==> src/sv/fqs_pkg.sv <==
package fqs_pkg;

  // Fixed field widths of the request and response channels
  localparam int unsigned REQ_W    = 2;
  localparam int unsigned VALUE_W  = 32;
  localparam int unsigned STATUS_W = 2;
  localparam int unsigned POS_W    = 5;
  localparam int unsigned OCC_W    = 5;

  // Defaults for the top-level parameters
  localparam int unsigned QUEUE_DEPTH_DEF = 16;
  localparam int unsigned DATA_WIDTH_DEF  = 32;

  typedef enum logic [REQ_W-1:0] {
    REQ_PUSH   = 2'd0,
    REQ_POP    = 2'd1,
    REQ_SEARCH = 2'd2
  } req_e;

  typedef enum logic [STATUS_W-1:0] {
    ST_OK        = 2'd0,
    ST_EMPTY     = 2'd1,
    ST_FULL      = 2'd2,
    ST_NOT_FOUND = 2'd3
  } status_e;

  // Controller -> datapath
  typedef struct packed {
    logic    take;       // latch the search key
    logic    push_wr;    // write at tail, bump tail and count
    logic    rd_head;    // read the store at head
    logic    scan_init;  // start a scan after the head read
    logic    scan_step;  // read next scan entry
    logic    pop_done;   // retire head, capture the popped word
    logic    set_res;    // load the staged result
    status_e res_status;
    logic    res_pos;    // staged position comes from the scan counter
    logic    load_out;   // move staged result into the output register
  } dp_cmd_t;

  // Datapath -> controller
  typedef struct packed {
    logic full;
    logic empty;
    logic match;
    logic scan_last;
    logic out_free;
  } dp_stat_t;

endpackage

==> src/sv/fqs_if.sv <==
interface fqs_req_if;
  import fqs_pkg::*;

  logic                      valid;
  logic                      ready;
  logic [REQ_W-1:0]          req_type;
  logic signed [VALUE_W-1:0] value;

  modport source (output valid, output req_type, output value, input ready);
  modport sink   (input valid, input req_type, input value, output ready);
endinterface

interface fqs_rsp_if;
  import fqs_pkg::*;

  logic                      valid;
  logic                      ready;
  logic [STATUS_W-1:0]       status;
  logic [POS_W-1:0]          position;
  logic signed [VALUE_W-1:0] removed_value;
  logic [OCC_W-1:0]          occupancy;

  modport source (output valid, output status, output position, output removed_value,
                  output occupancy, input ready);
  modport sink   (input valid, input status, input position, input removed_value,
                  input occupancy, output ready);
endinterface

==> src/sv/fqs_ram.sv <==
module fqs_ram #(
  parameter int unsigned WIDTH = 32,
  parameter int unsigned DEPTH = 16
) (
  input  logic                     clk_i,
  input  logic                     wr_en_i,
  input  logic [$clog2(DEPTH)-1:0] wr_addr_i,
  input  logic [WIDTH-1:0]         wr_data_i,
  input  logic                     rd_en_i,
  input  logic [$clog2(DEPTH)-1:0] rd_addr_i,
  output logic [WIDTH-1:0]         rd_data_o
);

  logic [WIDTH-1:0] mem_q [DEPTH];
  logic [WIDTH-1:0] rd_data_q;

  always_ff @(posedge clk_i) begin
    if (wr_en_i) begin
      mem_q[wr_addr_i] <= wr_data_i;
    end
    if (rd_en_i) begin
      rd_data_q <= mem_q[rd_addr_i];
    end
  end

  assign rd_data_o = rd_data_q;

endmodule

==> src/sv/fqs_ctrl.sv <==
module fqs_ctrl (
  input  logic                     clk_i,
  input  logic                     rst_ni,
  input  logic                     in_valid_i,
  input  logic [fqs_pkg::REQ_W-1:0] in_req_i,
  input  fqs_pkg::dp_stat_t        stat_i,
  output logic                     in_ready_o,
  output fqs_pkg::dp_cmd_t         cmd_o
);
  import fqs_pkg::*;

  typedef enum logic [3:0] {
    S_IDLE = 4'b0001,
    S_POP  = 4'b0010,
    S_SCAN = 4'b0100,
    S_EMIT = 4'b1000
  } state_e;

  state_e state_q, state_d;
  logic   take;

  assign in_ready_o = (state_q == S_IDLE);
  assign take       = in_ready_o & in_valid_i;

  always_comb begin
    state_d = state_q;
    cmd_o   = '0;
    unique case (state_q)
      S_IDLE: begin
        if (take) begin
          cmd_o.take = 1'b1;
          unique case (req_e'(in_req_i))
            REQ_PUSH: begin
              cmd_o.set_res    = 1'b1;
              cmd_o.res_status = stat_i.full ? ST_FULL : ST_OK;
              cmd_o.push_wr    = ~stat_i.full;
              state_d          = S_EMIT;
            end
            REQ_POP: begin
              if (stat_i.empty) begin
                cmd_o.set_res    = 1'b1;
                cmd_o.res_status = ST_EMPTY;
                state_d          = S_EMIT;
              end else begin
                cmd_o.rd_head = 1'b1;
                state_d       = S_POP;
              end
            end
            REQ_SEARCH: begin
              if (stat_i.empty) begin
                cmd_o.set_res    = 1'b1;
                cmd_o.res_status = ST_EMPTY;
                state_d          = S_EMIT;
              end else begin
                cmd_o.rd_head   = 1'b1;
                cmd_o.scan_init = 1'b1;
                state_d         = S_SCAN;
              end
            end
            default: begin
              // unused code: no-op
              cmd_o.set_res    = 1'b1;
              cmd_o.res_status = ST_OK;
              state_d          = S_EMIT;
            end
          endcase
        end
      end
      S_POP: begin
        cmd_o.pop_done   = 1'b1;
        cmd_o.set_res    = 1'b1;
        cmd_o.res_status = ST_OK;
        state_d          = S_EMIT;
      end
      S_SCAN: begin
        if (stat_i.match) begin
          cmd_o.set_res    = 1'b1;
          cmd_o.res_status = ST_OK;
          cmd_o.res_pos    = 1'b1;
          state_d          = S_EMIT;
        end else if (stat_i.scan_last) begin
          cmd_o.set_res    = 1'b1;
          cmd_o.res_status = ST_NOT_FOUND;
          state_d          = S_EMIT;
        end else begin
          cmd_o.scan_step = 1'b1;
        end
      end
      S_EMIT: begin
        if (stat_i.out_free) begin
          cmd_o.load_out = 1'b1;
          state_d        = S_IDLE;
        end
      end
      default: begin
        state_d = S_IDLE;
      end
    endcase
  end

  always_ff @(posedge clk_i or negedge rst_ni) begin
    if (!rst_ni) begin
      state_q <= S_IDLE;
    end else begin
      state_q <= state_d;
    end
  end

endmodule

==> src/sv/fqs_dpath.sv <==
module fqs_dpath #(
  parameter int unsigned QUEUE_DEPTH = fqs_pkg::QUEUE_DEPTH_DEF,
  parameter int unsigned DATA_WIDTH  = fqs_pkg::DATA_WIDTH_DEF
) (
  input  logic                                clk_i,
  input  logic                                rst_ni,
  input  fqs_pkg::dp_cmd_t                    cmd_i,
  input  logic signed [fqs_pkg::VALUE_W-1:0]  in_value_i,
  input  logic                                out_ready_i,
  output fqs_pkg::dp_stat_t                   stat_o,
  output logic                                out_valid_o,
  output logic [fqs_pkg::STATUS_W-1:0]        out_status_o,
  output logic [fqs_pkg::POS_W-1:0]           out_position_o,
  output logic signed [fqs_pkg::VALUE_W-1:0]  out_removed_o,
  output logic [fqs_pkg::OCC_W-1:0]           out_occupancy_o
);
  import fqs_pkg::*;

  localparam int unsigned IDX_W = $clog2(QUEUE_DEPTH);
  localparam int unsigned CNT_W = $clog2(QUEUE_DEPTH + 1);
  localparam logic [IDX_W-1:0] LAST_IDX = IDX_W'(QUEUE_DEPTH - 1);
  localparam logic [CNT_W-1:0] FULL_CNT = CNT_W'(QUEUE_DEPTH);

  function automatic logic [IDX_W-1:0] next_idx(input logic [IDX_W-1:0] idx);
    return (idx == LAST_IDX) ? '0 : idx + 1'b1;
  endfunction

  logic [IDX_W-1:0]      head_q, tail_q, scan_ptr_q;
  logic [CNT_W-1:0]      count_q, pos_q;
  logic [DATA_WIDTH-1:0] key_q, in_word, rd_data;
  logic                  rd_en;
  logic [IDX_W-1:0]      rd_addr;

  status_e               res_status_q;
  logic [POS_W-1:0]      res_pos_q;
  logic [VALUE_W-1:0]    res_removed_q;

  logic                  out_valid_q;
  logic [STATUS_W-1:0]   out_status_q;
  logic [POS_W-1:0]      out_pos_q;
  logic [VALUE_W-1:0]    out_removed_q;
  logic [OCC_W-1:0]      out_occ_q;

  assign in_word = DATA_WIDTH'($signed(in_value_i));
  assign rd_en   = cmd_i.rd_head | cmd_i.scan_step;
  assign rd_addr = cmd_i.rd_head ? head_q : scan_ptr_q;

  fqs_ram #(
    .WIDTH (DATA_WIDTH),
    .DEPTH (QUEUE_DEPTH)
  ) u_store (
    .clk_i     (clk_i),
    .wr_en_i   (cmd_i.push_wr),
    .wr_addr_i (tail_q),
    .wr_data_i (in_word),
    .rd_en_i   (rd_en),
    .rd_addr_i (rd_addr),
    .rd_data_o (rd_data)
  );

  assign stat_o.full      = (count_q == FULL_CNT);
  assign stat_o.empty     = (count_q == '0);
  assign stat_o.match     = (rd_data == key_q);
  assign stat_o.scan_last = (pos_q == count_q);
  assign stat_o.out_free  = ~out_valid_q | out_ready_i;

  // queue pointers and scan counter
  always_ff @(posedge clk_i or negedge rst_ni) begin
    if (!rst_ni) begin
      head_q     <= '0;
      tail_q     <= '0;
      count_q    <= '0;
      scan_ptr_q <= '0;
      pos_q      <= '0;
    end else begin
      if (cmd_i.push_wr) begin
        tail_q  <= next_idx(tail_q);
        count_q <= count_q + 1'b1;
      end else if (cmd_i.pop_done) begin
        head_q  <= next_idx(head_q);
        count_q <= count_q - 1'b1;
      end
      if (cmd_i.scan_init) begin
        scan_ptr_q <= next_idx(head_q);
        pos_q      <= CNT_W'(1);
      end else if (cmd_i.scan_step) begin
        scan_ptr_q <= next_idx(scan_ptr_q);
        pos_q      <= pos_q + 1'b1;
      end
    end
  end

  // key and staged result
  always_ff @(posedge clk_i) begin
    if (cmd_i.take) begin
      key_q <= in_word;
    end
    if (cmd_i.set_res) begin
      res_status_q  <= cmd_i.res_status;
      res_pos_q     <= cmd_i.res_pos ? POS_W'(pos_q) : '0;
      res_removed_q <= cmd_i.pop_done ? VALUE_W'($signed(rd_data)) : '0;
    end
    if (cmd_i.load_out) begin
      out_status_q  <= res_status_q;
      out_pos_q     <= res_pos_q;
      out_removed_q <= res_removed_q;
      out_occ_q     <= OCC_W'(count_q);
    end
  end

  always_ff @(posedge clk_i or negedge rst_ni) begin
    if (!rst_ni) begin
      out_valid_q <= 1'b0;
    end else if (cmd_i.load_out) begin
      out_valid_q <= 1'b1;
    end else if (out_ready_i) begin
      out_valid_q <= 1'b0;
    end
  end

  assign out_valid_o     = out_valid_q;
  assign out_status_o    = out_status_q;
  assign out_position_o  = out_pos_q;
  assign out_removed_o   = $signed(out_removed_q);
  assign out_occupancy_o = out_occ_q;

  a_count_bound: assert property (@(posedge clk_i) disable iff (!rst_ni)
    count_q <= FULL_CNT)
    else $error("entry count above queue depth");

  a_push_not_full: assert property (@(posedge clk_i) disable iff (!rst_ni)
    cmd_i.push_wr |-> !stat_o.full)
    else $error("write into a full queue");

  a_pop_not_empty: assert property (@(posedge clk_i) disable iff (!rst_ni)
    cmd_i.pop_done |-> !stat_o.empty)
    else $error("pop from an empty queue");

  a_scan_in_range: assert property (@(posedge clk_i) disable iff (!rst_ni)
    cmd_i.scan_step |-> (pos_q < count_q))
    else $error("scan ran past the tail");

  a_load_no_overwrite: assert property (@(posedge clk_i) disable iff (!rst_ni)
    cmd_i.load_out |-> (!out_valid_q || out_ready_i))
    else $error("response overwritten before taken");

endmodule

==> src/sv/fifo_queue_with_search.sv <==
// Bounded FIFO of DATA_WIDTH-bit words (QUEUE_DEPTH entries) with positional
// search. Each request on req_i is a push, pop or search and yields exactly one
// response on rsp_o, in request order: status (ok, empty, full/dropped, not
// found), the 1-based match position from the head, the popped word
// (sign-extended, zero unless a pop succeeded) and the occupancy after the
// request. Requests are handled one at a time: req_i.ready is high while the
// controller is idle, even if the previous response is still waiting in the
// output register. A push, an unused code and any request on an empty queue
// go straight to the response hand-off; a pop first reads the head, and a
// search walks entries up to the match position, or the occupancy on a miss.
// The store is a RAM with one registered read port, so the search walks the
// queue from the head one entry per clock. The hand-off waits while the
// previous response has not been taken yet, and the next request is not
// accepted before it.
module fifo_queue_with_search #(
  parameter int unsigned QUEUE_DEPTH = fqs_pkg::QUEUE_DEPTH_DEF,
  parameter int unsigned DATA_WIDTH  = fqs_pkg::DATA_WIDTH_DEF
) (
  input  logic     clk_i,
  input  logic     rst_ni,
  fqs_req_if.sink  req_i,
  fqs_rsp_if.source rsp_o
);
  import fqs_pkg::*;

  dp_cmd_t  cmd;
  dp_stat_t stat;
  logic     in_ready;

  // sequencing: idle / pop read / search walk / response hand-off
  fqs_ctrl u_ctrl (
    .clk_i      (clk_i),
    .rst_ni     (rst_ni),
    .in_valid_i (req_i.valid),
    .in_req_i   (req_i.req_type),
    .stat_i     (stat),
    .in_ready_o (in_ready),
    .cmd_o      (cmd)
  );

  assign req_i.ready = in_ready;

  // pointers, count, entry store, compare and response registers
  fqs_dpath #(
    .QUEUE_DEPTH (QUEUE_DEPTH),
    .DATA_WIDTH  (DATA_WIDTH)
  ) u_dpath (
    .clk_i           (clk_i),
    .rst_ni          (rst_ni),
    .cmd_i           (cmd),
    .in_value_i      (req_i.value),
    .out_ready_i     (rsp_o.ready),
    .stat_o          (stat),
    .out_valid_o     (rsp_o.valid),
    .out_status_o    (rsp_o.status),
    .out_position_o  (rsp_o.position),
    .out_removed_o   (rsp_o.removed_value),
    .out_occupancy_o (rsp_o.occupancy)
  );

endmodule

==> src/flat_wrapper.sv <==
// flat-port wrapper written by rule: the top's interface ports become plain ports
module fifo_queue_with_search_flat import fqs_pkg::*;
#(
  parameter int unsigned QUEUE_DEPTH = fqs_pkg::QUEUE_DEPTH_DEF,
  parameter int unsigned DATA_WIDTH  = fqs_pkg::DATA_WIDTH_DEF
)
  (clk_i, rst_ni, req_i_valid, req_i_req_type, req_i_value, req_i_ready, rsp_o_valid, rsp_o_status, rsp_o_position, rsp_o_removed_value, rsp_o_occupancy, rsp_o_ready);
  fqs_req_if req_i_i ();
  fqs_rsp_if rsp_o_i ();
  input  logic clk_i;
  input  logic rst_ni;
  input wire logic [$bits(req_i_i.valid)-1:0] req_i_valid;
  input wire logic [$bits(req_i_i.req_type)-1:0] req_i_req_type;
  input wire logic [$bits(req_i_i.value)-1:0] req_i_value;
  output wire logic [$bits(req_i_i.ready)-1:0] req_i_ready;
  output wire logic [$bits(rsp_o_i.valid)-1:0] rsp_o_valid;
  output wire logic [$bits(rsp_o_i.status)-1:0] rsp_o_status;
  output wire logic [$bits(rsp_o_i.position)-1:0] rsp_o_position;
  output wire logic [$bits(rsp_o_i.removed_value)-1:0] rsp_o_removed_value;
  output wire logic [$bits(rsp_o_i.occupancy)-1:0] rsp_o_occupancy;
  input wire logic [$bits(rsp_o_i.ready)-1:0] rsp_o_ready;
  assign req_i_i.valid = req_i_valid;
  assign req_i_i.req_type = req_i_req_type;
  assign req_i_i.value = req_i_value;
  assign req_i_ready = req_i_i.ready;
  assign rsp_o_valid = rsp_o_i.valid;
  assign rsp_o_status = rsp_o_i.status;
  assign rsp_o_position = rsp_o_i.position;
  assign rsp_o_removed_value = rsp_o_i.removed_value;
  assign rsp_o_occupancy = rsp_o_i.occupancy;
  assign rsp_o_i.ready = rsp_o_ready;
  fifo_queue_with_search #(.QUEUE_DEPTH(QUEUE_DEPTH), .DATA_WIDTH(DATA_WIDTH)) u_core (.clk_i(clk_i), .rst_ni(rst_ni), .req_i(req_i_i), .rsp_o(rsp_o_i));
endmodule
==> config.mk <==
export PLATFORM = sky130hd
export DESIGN_NAME = fifo_queue_with_search_flat
export DESIGN_NICKNAME = d
export VERILOG_FILES = /design/src/sv/fqs_pkg.sv /design/src/sv/fqs_if.sv /design/src/sv/fqs_ram.sv /design/src/sv/fqs_ctrl.sv /design/src/sv/fqs_dpath.sv /design/src/sv/fifo_queue_with_search.sv /design/src/flat_wrapper.sv
export SDC_FILE = /design/constraint.sdc
export NUM_CORES = 1
export LEC_CHECK = 0
export ABC_AREA = 1
export CAP_MARGIN = 20
export CORE_ASPECT_RATIO = 0.8
export CORE_MARGIN = 8
export CORE_UTILIZATION = 50
export CTS_BUF_LIST = sky130_fd_sc_hd__clkbuf_8
export DETAILED_ROUTE_END_ITERATION = 7
export DONT_BUFFER_PORTS = 1
export PLACE_DENSITY = 0.68
export SYNTH_ARGS = -nofsm -noshare
export SYNTH_HDL_FRONTEND = slang
export SYNTH_SLANG_ARGS = --single-unit
==> constraint.sdc <==
create_clock -name clk_i -period 4.5 [get_ports clk_i]
set_input_delay 0.225 -clock clk_i [delete_from_list [all_inputs] [get_ports clk_i]]
set_output_delay 0.225 -clock clk_i [all_outputs]
set_load 0.005 [all_outputs]
==> results of run 1 <==
[layout by cell type, fill, tap and decap left out, drive strengths merged, types with 3 or more instances in the layout]
cell type,instances
edfxtp,659
inv,623
nand2,550
nand3,537
clkbuf,109
nor2,78
dlygate4sd3,41
buf,38
clkinv,37
o21ai,27
dfrtp,26
xor2,23
xnor2,20
ha,14
nor3,9
nand4,6
diode,4
or2,3
bufinv,3
[metrics by stage]
stage          power, mW  hold WS (ps)  instances  util, %
6_report            18.2           106       3593     56.4
4_1_cts             18.3          37.0       3587     56.3
2_1_floorplan       11.7         -70.6       2669        -
5_1_grt             19.1          89.8       3591     56.4
3_3_place_gp        13.2         -69.4       3357     52.1
3_5_place_dp        13.3         -69.5       3358     52.2
[state kept, by name, summed over array words and instances (netlist names), 5 cells and up]
name                              count
u_core.u_dpath.out_position_o         5
u_core.u_dpath.out_occupancy_o        5
u_core.u_dpath.out_removed_o         32
u_core.u_dpath.count_q                5
u_core.u_dpath.u_store.rd_data_o     32
u_core.u_dpath.u_store.mem_q        512
u_core.u_dpath.key_q                 32
u_core.u_dpath.res_removed_q         32
u_core.u_dpath.pos_q                  5
u_core.u_dpath.res_pos_q              5
[cell type report]
| class | count | area share (%) |
|---|---|---|
| inverter | 588 | 6.75 |
| clock buffer | 109 | 4.59 |
| multi-input combinational | 1281 | 19.2 |
| clock inverter | 77 | 1.30 |
| antenna | 4 | 0.0306 |
| tap | 769 | 2.94 |
| sequential | 686 | 62.6 |
| timing repair buffer | 79 | 2.62 |
[what timing repair did]
action | in CTS | in global routing
hold buffers | 43 | 0
endpoints found under the hold margin | 579 | 0
buffers inserted | 0 | 0
gates resized for setup | 0 | 0
[critical path, stage by stage (launching register included)]
cell and delay, ps:
dfstp_2 550, inv_2 60, nor2_4 100, nand2_2 120, nor2_8 160, nand2_1 100, nor2_2 220, inv_1 210
nor2_1 230, inv_1 220, nor2_4 800, buf_4 320
[cell families (layout without fill, tap and decap cells)]
family / after synthesis / after routing / share of synthesized area, %
buf+inv: 702 / 853 / 9.42
compound gates: 37 / 37 / 0.773
flops: 686 / 686 / 69.9
xor+xnor: 43 / 43 / 1.29
other cells: 0 / 4 / 0
simple gates: 1186 / 1186 / 18.0
fa+ha+maj: 15 / 15 / 0.666
[worst paths after layout]
kind                       cells past startpoint                                             to  slack (ps)
min in group asynchronous                      4          u_core.u_dpath.count_q[4]$_DFFE_PN0P_         580
setup / recovery                              11  u_core.u_dpath.u_store.mem_q[3][26]$_DFFE_PP_        1040
setup reg to reg                              11  u_core.u_dpath.u_store.mem_q[3][26]$_DFFE_PP_        1040
max in group asynchronous                      4       u_core.u_dpath.scan_ptr_q[2]$_DFFE_PN0P_        3740
hold reg to reg                                0     u_core.u_dpath.out_removed_o[15]$_DFFE_PP_         420
hold / removal                                 6           u_core.u_dpath.tail_q[1]$_DFFE_PN0P_         110
[where the power goes]
| part | switching, mW | leakage [nW] | internal [mW] |
|---|---|---|---|
| Combinational | 3.85 | 6.28 | 1.56 |
| Sequential | 0.365 | 6.31 | 7.63 |
| Clock | 2.39 | 1.10 | 2.42 |
[routing by layer]
metal	track usage (%)	wire, um	vias up
met5	0	22	-
li1	-	-	8840
met2	33.4	32500	971
met1	31.3	31300	9100
met3	5.09	7500	152
met4	6.95	1910	4
==> flow_summary_export.csv, run 1 <==
group,metric,value,unit
synthesis,syn_nets,2722,
final_layout,seq_area,0.0205,mm^2
route,dr.pass1.iters,5,
synthesis,synth-async-reset-ratio,3.94,%
grt,antenna_found_initial,7,
grt,grt_usage,22.0,%
floorplanning,ioPinCount,84,
final_layout,multi_input_area,0.00628,mm^2
setup_path,cp-end-kind,"register",
synthesis,synth_edf_count,659,
power_and_ir_drop,p_leak,13.7,nW
timing,tightest_slew,1170,ps
cts,clk_pin_slew,70,ps
timing,finalSetupViolCount,0,
floorplanning,coreArea,0.0580,mm^2
synthesis,synth.distinct_cells,40,
setup_path,r2r-start,"u_core.u_ctrl.state_q[0]$_DFFE_PN1P_",
cts,cts_max_path_buffers,3,
timing,max-slew-margin-rel,21.7,%
synthesis,synth_top_area_share,67.6,%
power_and_ir_drop,powerDensity,557,mW/mm^2
floorplanning,initial_core_util,50.5,%
floorplanning,die_w,287,um
synthesis,yosysWarnings,0,
setup_path,startpoint,"u_core.u_ctrl.state_q[0]$_DFFE_PN1P_",
final_layout,drive_above_1_share,7.52,%
placement,gp_congestion,0.854,
synthesis,synth.top_cells.by_count,"edfxtp_1, inv_1, nand2_1, nand3_1, buf_2",
timing,finalSetupTns,0,ps
synthesis,yosys.cell_count.top_type,"edfxtp_1",
synthesis,dominantRegCellSynth,"edfxtp_1",
route,drt.antenna.violating_nets,0,
timing,fin_skew,49.9,ps
cts,cts.sink_count,686,
timing,final.period_utilization,77.0,%
timing,rsz0062_at_grt,"false",
placement,pre_cts_ws,1070,ps
placement,place_hpwl,41700,um
route,viasPerCell,5.31,
route,vias,19100,
grt,grt_max_degree,208,
cts,cts_tree,"yes",
route,drt_iter0_drc,2048,
hold_path,hold_class,"input pin to register",
power_and_ir_drop,ir_drop,0.929,mV
timing,fin_ws,1040,ps
synthesis,ys_top_cells_by_area,"edfxtp_1, nand3_1, inv_1, nand2_1, dfrtp_1",
grt,overflow,0,
synthesis,synth-seq-cells,686,
synthesis,syn_area_per_cell,11.0,um^2
run_status,outcome,"finished, final reports clean",
hold_path,hold_start,"req_i_req_type[0]",
floorplanning,chipHeight,232,um
final_layout,nets,2794,
floorplanning,dieArea,0.0666,mm^2
flow_run,drv_cap,0,
setup_path,arrival,3850,ps
setup_path,cp_data_required_time,4890,ps
grt,grt_pass1_vias,18400,
cts,root_buffer,"clkbuf_8",
route,post_drt_wl_per_cell,20.4,um
setup_path,critPathMaxFanout,24,
grt,grt_first_pass_wirelength,112000,um
setup_path,critical_path_class,"register to register",
cts,clk_latency,730,ps
placement,placed_area,0.0303,mm^2
timing,fmax,289,MHz
route,wl,73300,um
timing,fin_crit,3460,ps
final_layout,design_area,0.0327,mm^2
floorplanning,num_rows,79,
synthesis,synth_top_cell_by_area,"edfxtp_1",
route,post-route-drc-count,0,
placement,port_buffers,0,
cts,htree_levels,3,
synthesis,yosysSeqAreaShare,69.9,%
setup_path,start_kind,"register",
final_layout,fill_cells,4733,
cts,cts_buffers,105,
synthesis,synth_cells,2669,
final_layout,area_delta_synth_final,11.7,%
synthesis,netlist_area,0.0293,mm^2
timing,slew_violations,0,
timing,hold_violations,0,
Note: power is estimated with default switching activity, not from simulation.
==> inputs of run 2 (changes only) <==
PLACE_DENSITY = 0.71   (was 0.68)
clock period = 3.1 ns   (was 4.5 ns; I/O delays follow)
==> run 2 against run 1 <==
  * Sequential cell count unchanged
  * Combinational power up 51%
  * Fmax rose by 23%
  * Clock skew shrank 2.2 ps
  * Worst setup slack got worse by 760 ps
  * Power up 47%
  * Sequential power rose by 44%
  * Worst hold slack lost 6.5 ps
  * Non-clock buffer count rose by 25
==> flow_summary_export.csv, run 2 (synthesis gave the netlist of run 1 again) <==
group,metric,value,unit
hold_path,hold_start,"req_i_req_type[0]",
grt,grt_first_pass_wirelength,109000,um
final_layout,seq_area,0.0205,mm^2
floorplanning,num_rows,79,
timing,finalSetupViolCount,0,
power_and_ir_drop,powerDensity,811,mW/mm^2
grt,grt_usage,21.5,%
placement,place_hpwl,43100,um
final_layout,regMostFlops,"u_core.u_dpath.u_store.mem_q",
power_and_ir_drop,p_sw,9.62,mW
cts,cts_max_path_buffers,3,
grt,met3_usage,6.33,%
timing,fin_ws,278,ps
floorplanning,die_w,287,um
timing,max-slew-margin-rel,37.0,%
setup_path,arrival,3370,ps
timing,fmax,354,MHz
final_layout,area_delta_synth_final,12.6,%
route,wl,72700,um
grt,grt_pass1_vias,18200,
grt,gr-usage-met1,30.3,%
power_and_ir_drop,ir_drop,0.497,mV
cts,cts.sink_count,686,
setup_path,path_cells,"nor2_2, nand3_4, nand2_4, nor2_4, o21ai_4, buf_12, nand3_1, nand3_1, nand3_1, nand2_1",
setup_path,critical_path_class,"register to register",
cts,htree_levels,3,
setup_path,critPathBufInv,1,
placement,gp_congestion,0.902,
final_layout,fin_cells,3617,
final_layout,largest_reg_flops,512,
power_and_ir_drop,sw_frac_of_total,35.9,%
route,post-route-drc-count,0,
power_and_ir_drop,p_comb_share,30.5,%
placement,port_buffers,0,
final_layout,drive_above_1_share,8.54,%
timing,hold_violations,0,
cts,cts_tree,"yes",
setup_path,cp_data_required_time,3650,ps
final_layout,multi_input_area,0.00627,mm^2
final_layout,design_area,0.0330,mm^2
route,post_drt_wl_per_cell,20.1,um
hold_path,worstHoldEndpoint,"u_core.u_dpath.res_status_q[1]$_DFFE_PP_",
floorplanning,coreArea,0.0580,mm^2
hold_path,hold_class,"input pin to register",
run_status,outcome,"finished, final reports clean",
floorplanning,dieArea,0.0666,mm^2
placement,pre_cts_ws,329,ps
setup_path,cp-end-kind,"register",
setup_path,max_stage_delay,730,ps
timing,fin_crit,2820,ps
route,vias,19100,
power_and_ir_drop,power.share.sequential,43.1,%
route,drt_iter0_drc,2344,
timing,final.period_utilization,91.0,%
final_layout,mostFrequentLayoutCell,"edfxtp_1",
cts,root_buffer,"clkbuf_8",
grt,overflow,0,
setup_path,reg2reg_depth,10,
grt,use_met2,32.2,%
grt,grt-busiest-layer,"met2",
setup_path,critPathMaxFanout,42,
cts,clk_latency,710,ps
setup_path,critPathSlowestCell,"o21ai_4",
floorplanning,chipHeight,232,um
floorplanning,initial_core_util,50.5,%
flow_run,drv_cap,0,
cts,cts_buffers,102,
final_layout,nets,2816,
power_and_ir_drop,internal-power,17.1,mW
hold_path,holdPathStages,4,
setup_path,start_kind,"register",
setup_path,cp.depth,10,
floorplanning,ioPinCount,84,
route,dr.pass1.iters,6,
timing,slew_violations,0,
setup_path,reg2reg_slack,280,ps
timing,whs,99.7,ps
final_layout,fill_cells,4697,
timing,fin_skew,47.8,ps
final_layout,final_cell_mix,"edfxtp_1, inv_1, nand2_1, nand3_1, clkbuf_8",
cts,clk_pin_slew,70,ps
timing,rsz0062_at_grt,"false",
setup_path,cp_common_cell,"nand3_1",
route,viasPerCell,5.27,
setup_path,crit_family,"simple AND/OR/NAND/NOR gates",
setup_path,reg2reg_to,"u_core.u_dpath.u_store.rd_data_o[9]$_DFFE_PP_",
timing,tightest_slew,941,ps
power_and_ir_drop,p_leak,13.9,nW
placement,dp_cells,3386,
setup_path,r2r-start,"u_core.u_dpath.count_q[0]$_DFFE_PN0P_",
power_and_ir_drop,power_frac_clock,26.4,%
grt,antenna_found_initial,7,
route,drt.antenna.violating_nets,0,
placement,placed_area,0.0306,mm^2
grt,grt_max_degree,81,
run 2: through the flow:
step	utilization [%]	total power, mW	TNS (ps)
after floorplan	-	16.9	-129120
after global placement	52.7	19.4	0
after detailed placement	52.7	19.6	0
after CTS	56.8	26.8	0
after global routing	56.8	28.0	0
final	56.9	26.8	0
run 2: final cells by class:
type                            count  area share (%)
Antenna cell                        1         0.00759
Clock inverter                     76            1.31
Sequential cell                   686            62.0
Tap cell                          769            2.92
Inverter                          588            6.69
Multi-Input combinational cell   1281            19.0
Clock buffer                      112            4.67
Timing Repair Buffer              104            3.35
run 2: power groups by stage:
stage               Combinational (mW)  Clock [mW]  Sequential, mW
floorplan                         5.39           0            11.5
global placement                  7.72           0            11.7
detailed placement                7.86           0            11.7
CTS                               8.07        7.18            11.5
global route                      8.90        7.54            11.6
finish                            8.16        7.06            11.5
run 2: worst max-delay path by stage:
stage | start | end | slack [ps]
floorplan | u_core.u_ctrl.state_q[0]$_DFFE_PN1P_ | u_core.u_dpath.u_store.mem_q[0][0]$_DFFE_PP_ | -340
global placement | u_core.u_dpath.count_q[1]$_DFFE_PN0P_ | u_core.u_dpath.u_store.rd_data_o[12]$_DFFE_PP_ | 360
detailed placement | u_core.u_dpath.count_q[0]$_DFFE_PN0P_ | u_core.u_dpath.u_store.rd_data_o[12]$_DFFE_PP_ | 330
CTS | u_core.u_dpath.count_q[0]$_DFFE_PN0P_ | u_core.u_dpath.u_store.rd_data_o[12]$_DFFE_PP_ | 290
global route | u_core.u_dpath.count_q[0]$_DFFE_PN0P_ | u_core.u_dpath.u_store.rd_data_o[9]$_DFFE_PP_ | 170
finish | u_core.u_dpath.count_q[0]$_DFFE_PN0P_ | u_core.u_dpath.u_store.rd_data_o[9]$_DFFE_PP_ | 280
run 2: timing repair:
action | 4_1_cts | 5_1_grt
hold buffers | 42 | 0
resized for setup | 0 | 0
setup buffers | 0 | 0
endpoints found under the hold margin | 578 | 0
run 2: per-layer routing:
layer	vias to the layer above	part of all wire, %
met5	-	0.085
met4	10	2.5
met3	156	11
met2	980	44
met1	9036	42
li1	8884	-
run 2: worst min-delay path, stage by stage:
cell	delay, ps
inv_1	30
ha_1	210
nand2_1	100
o31ai_1	110
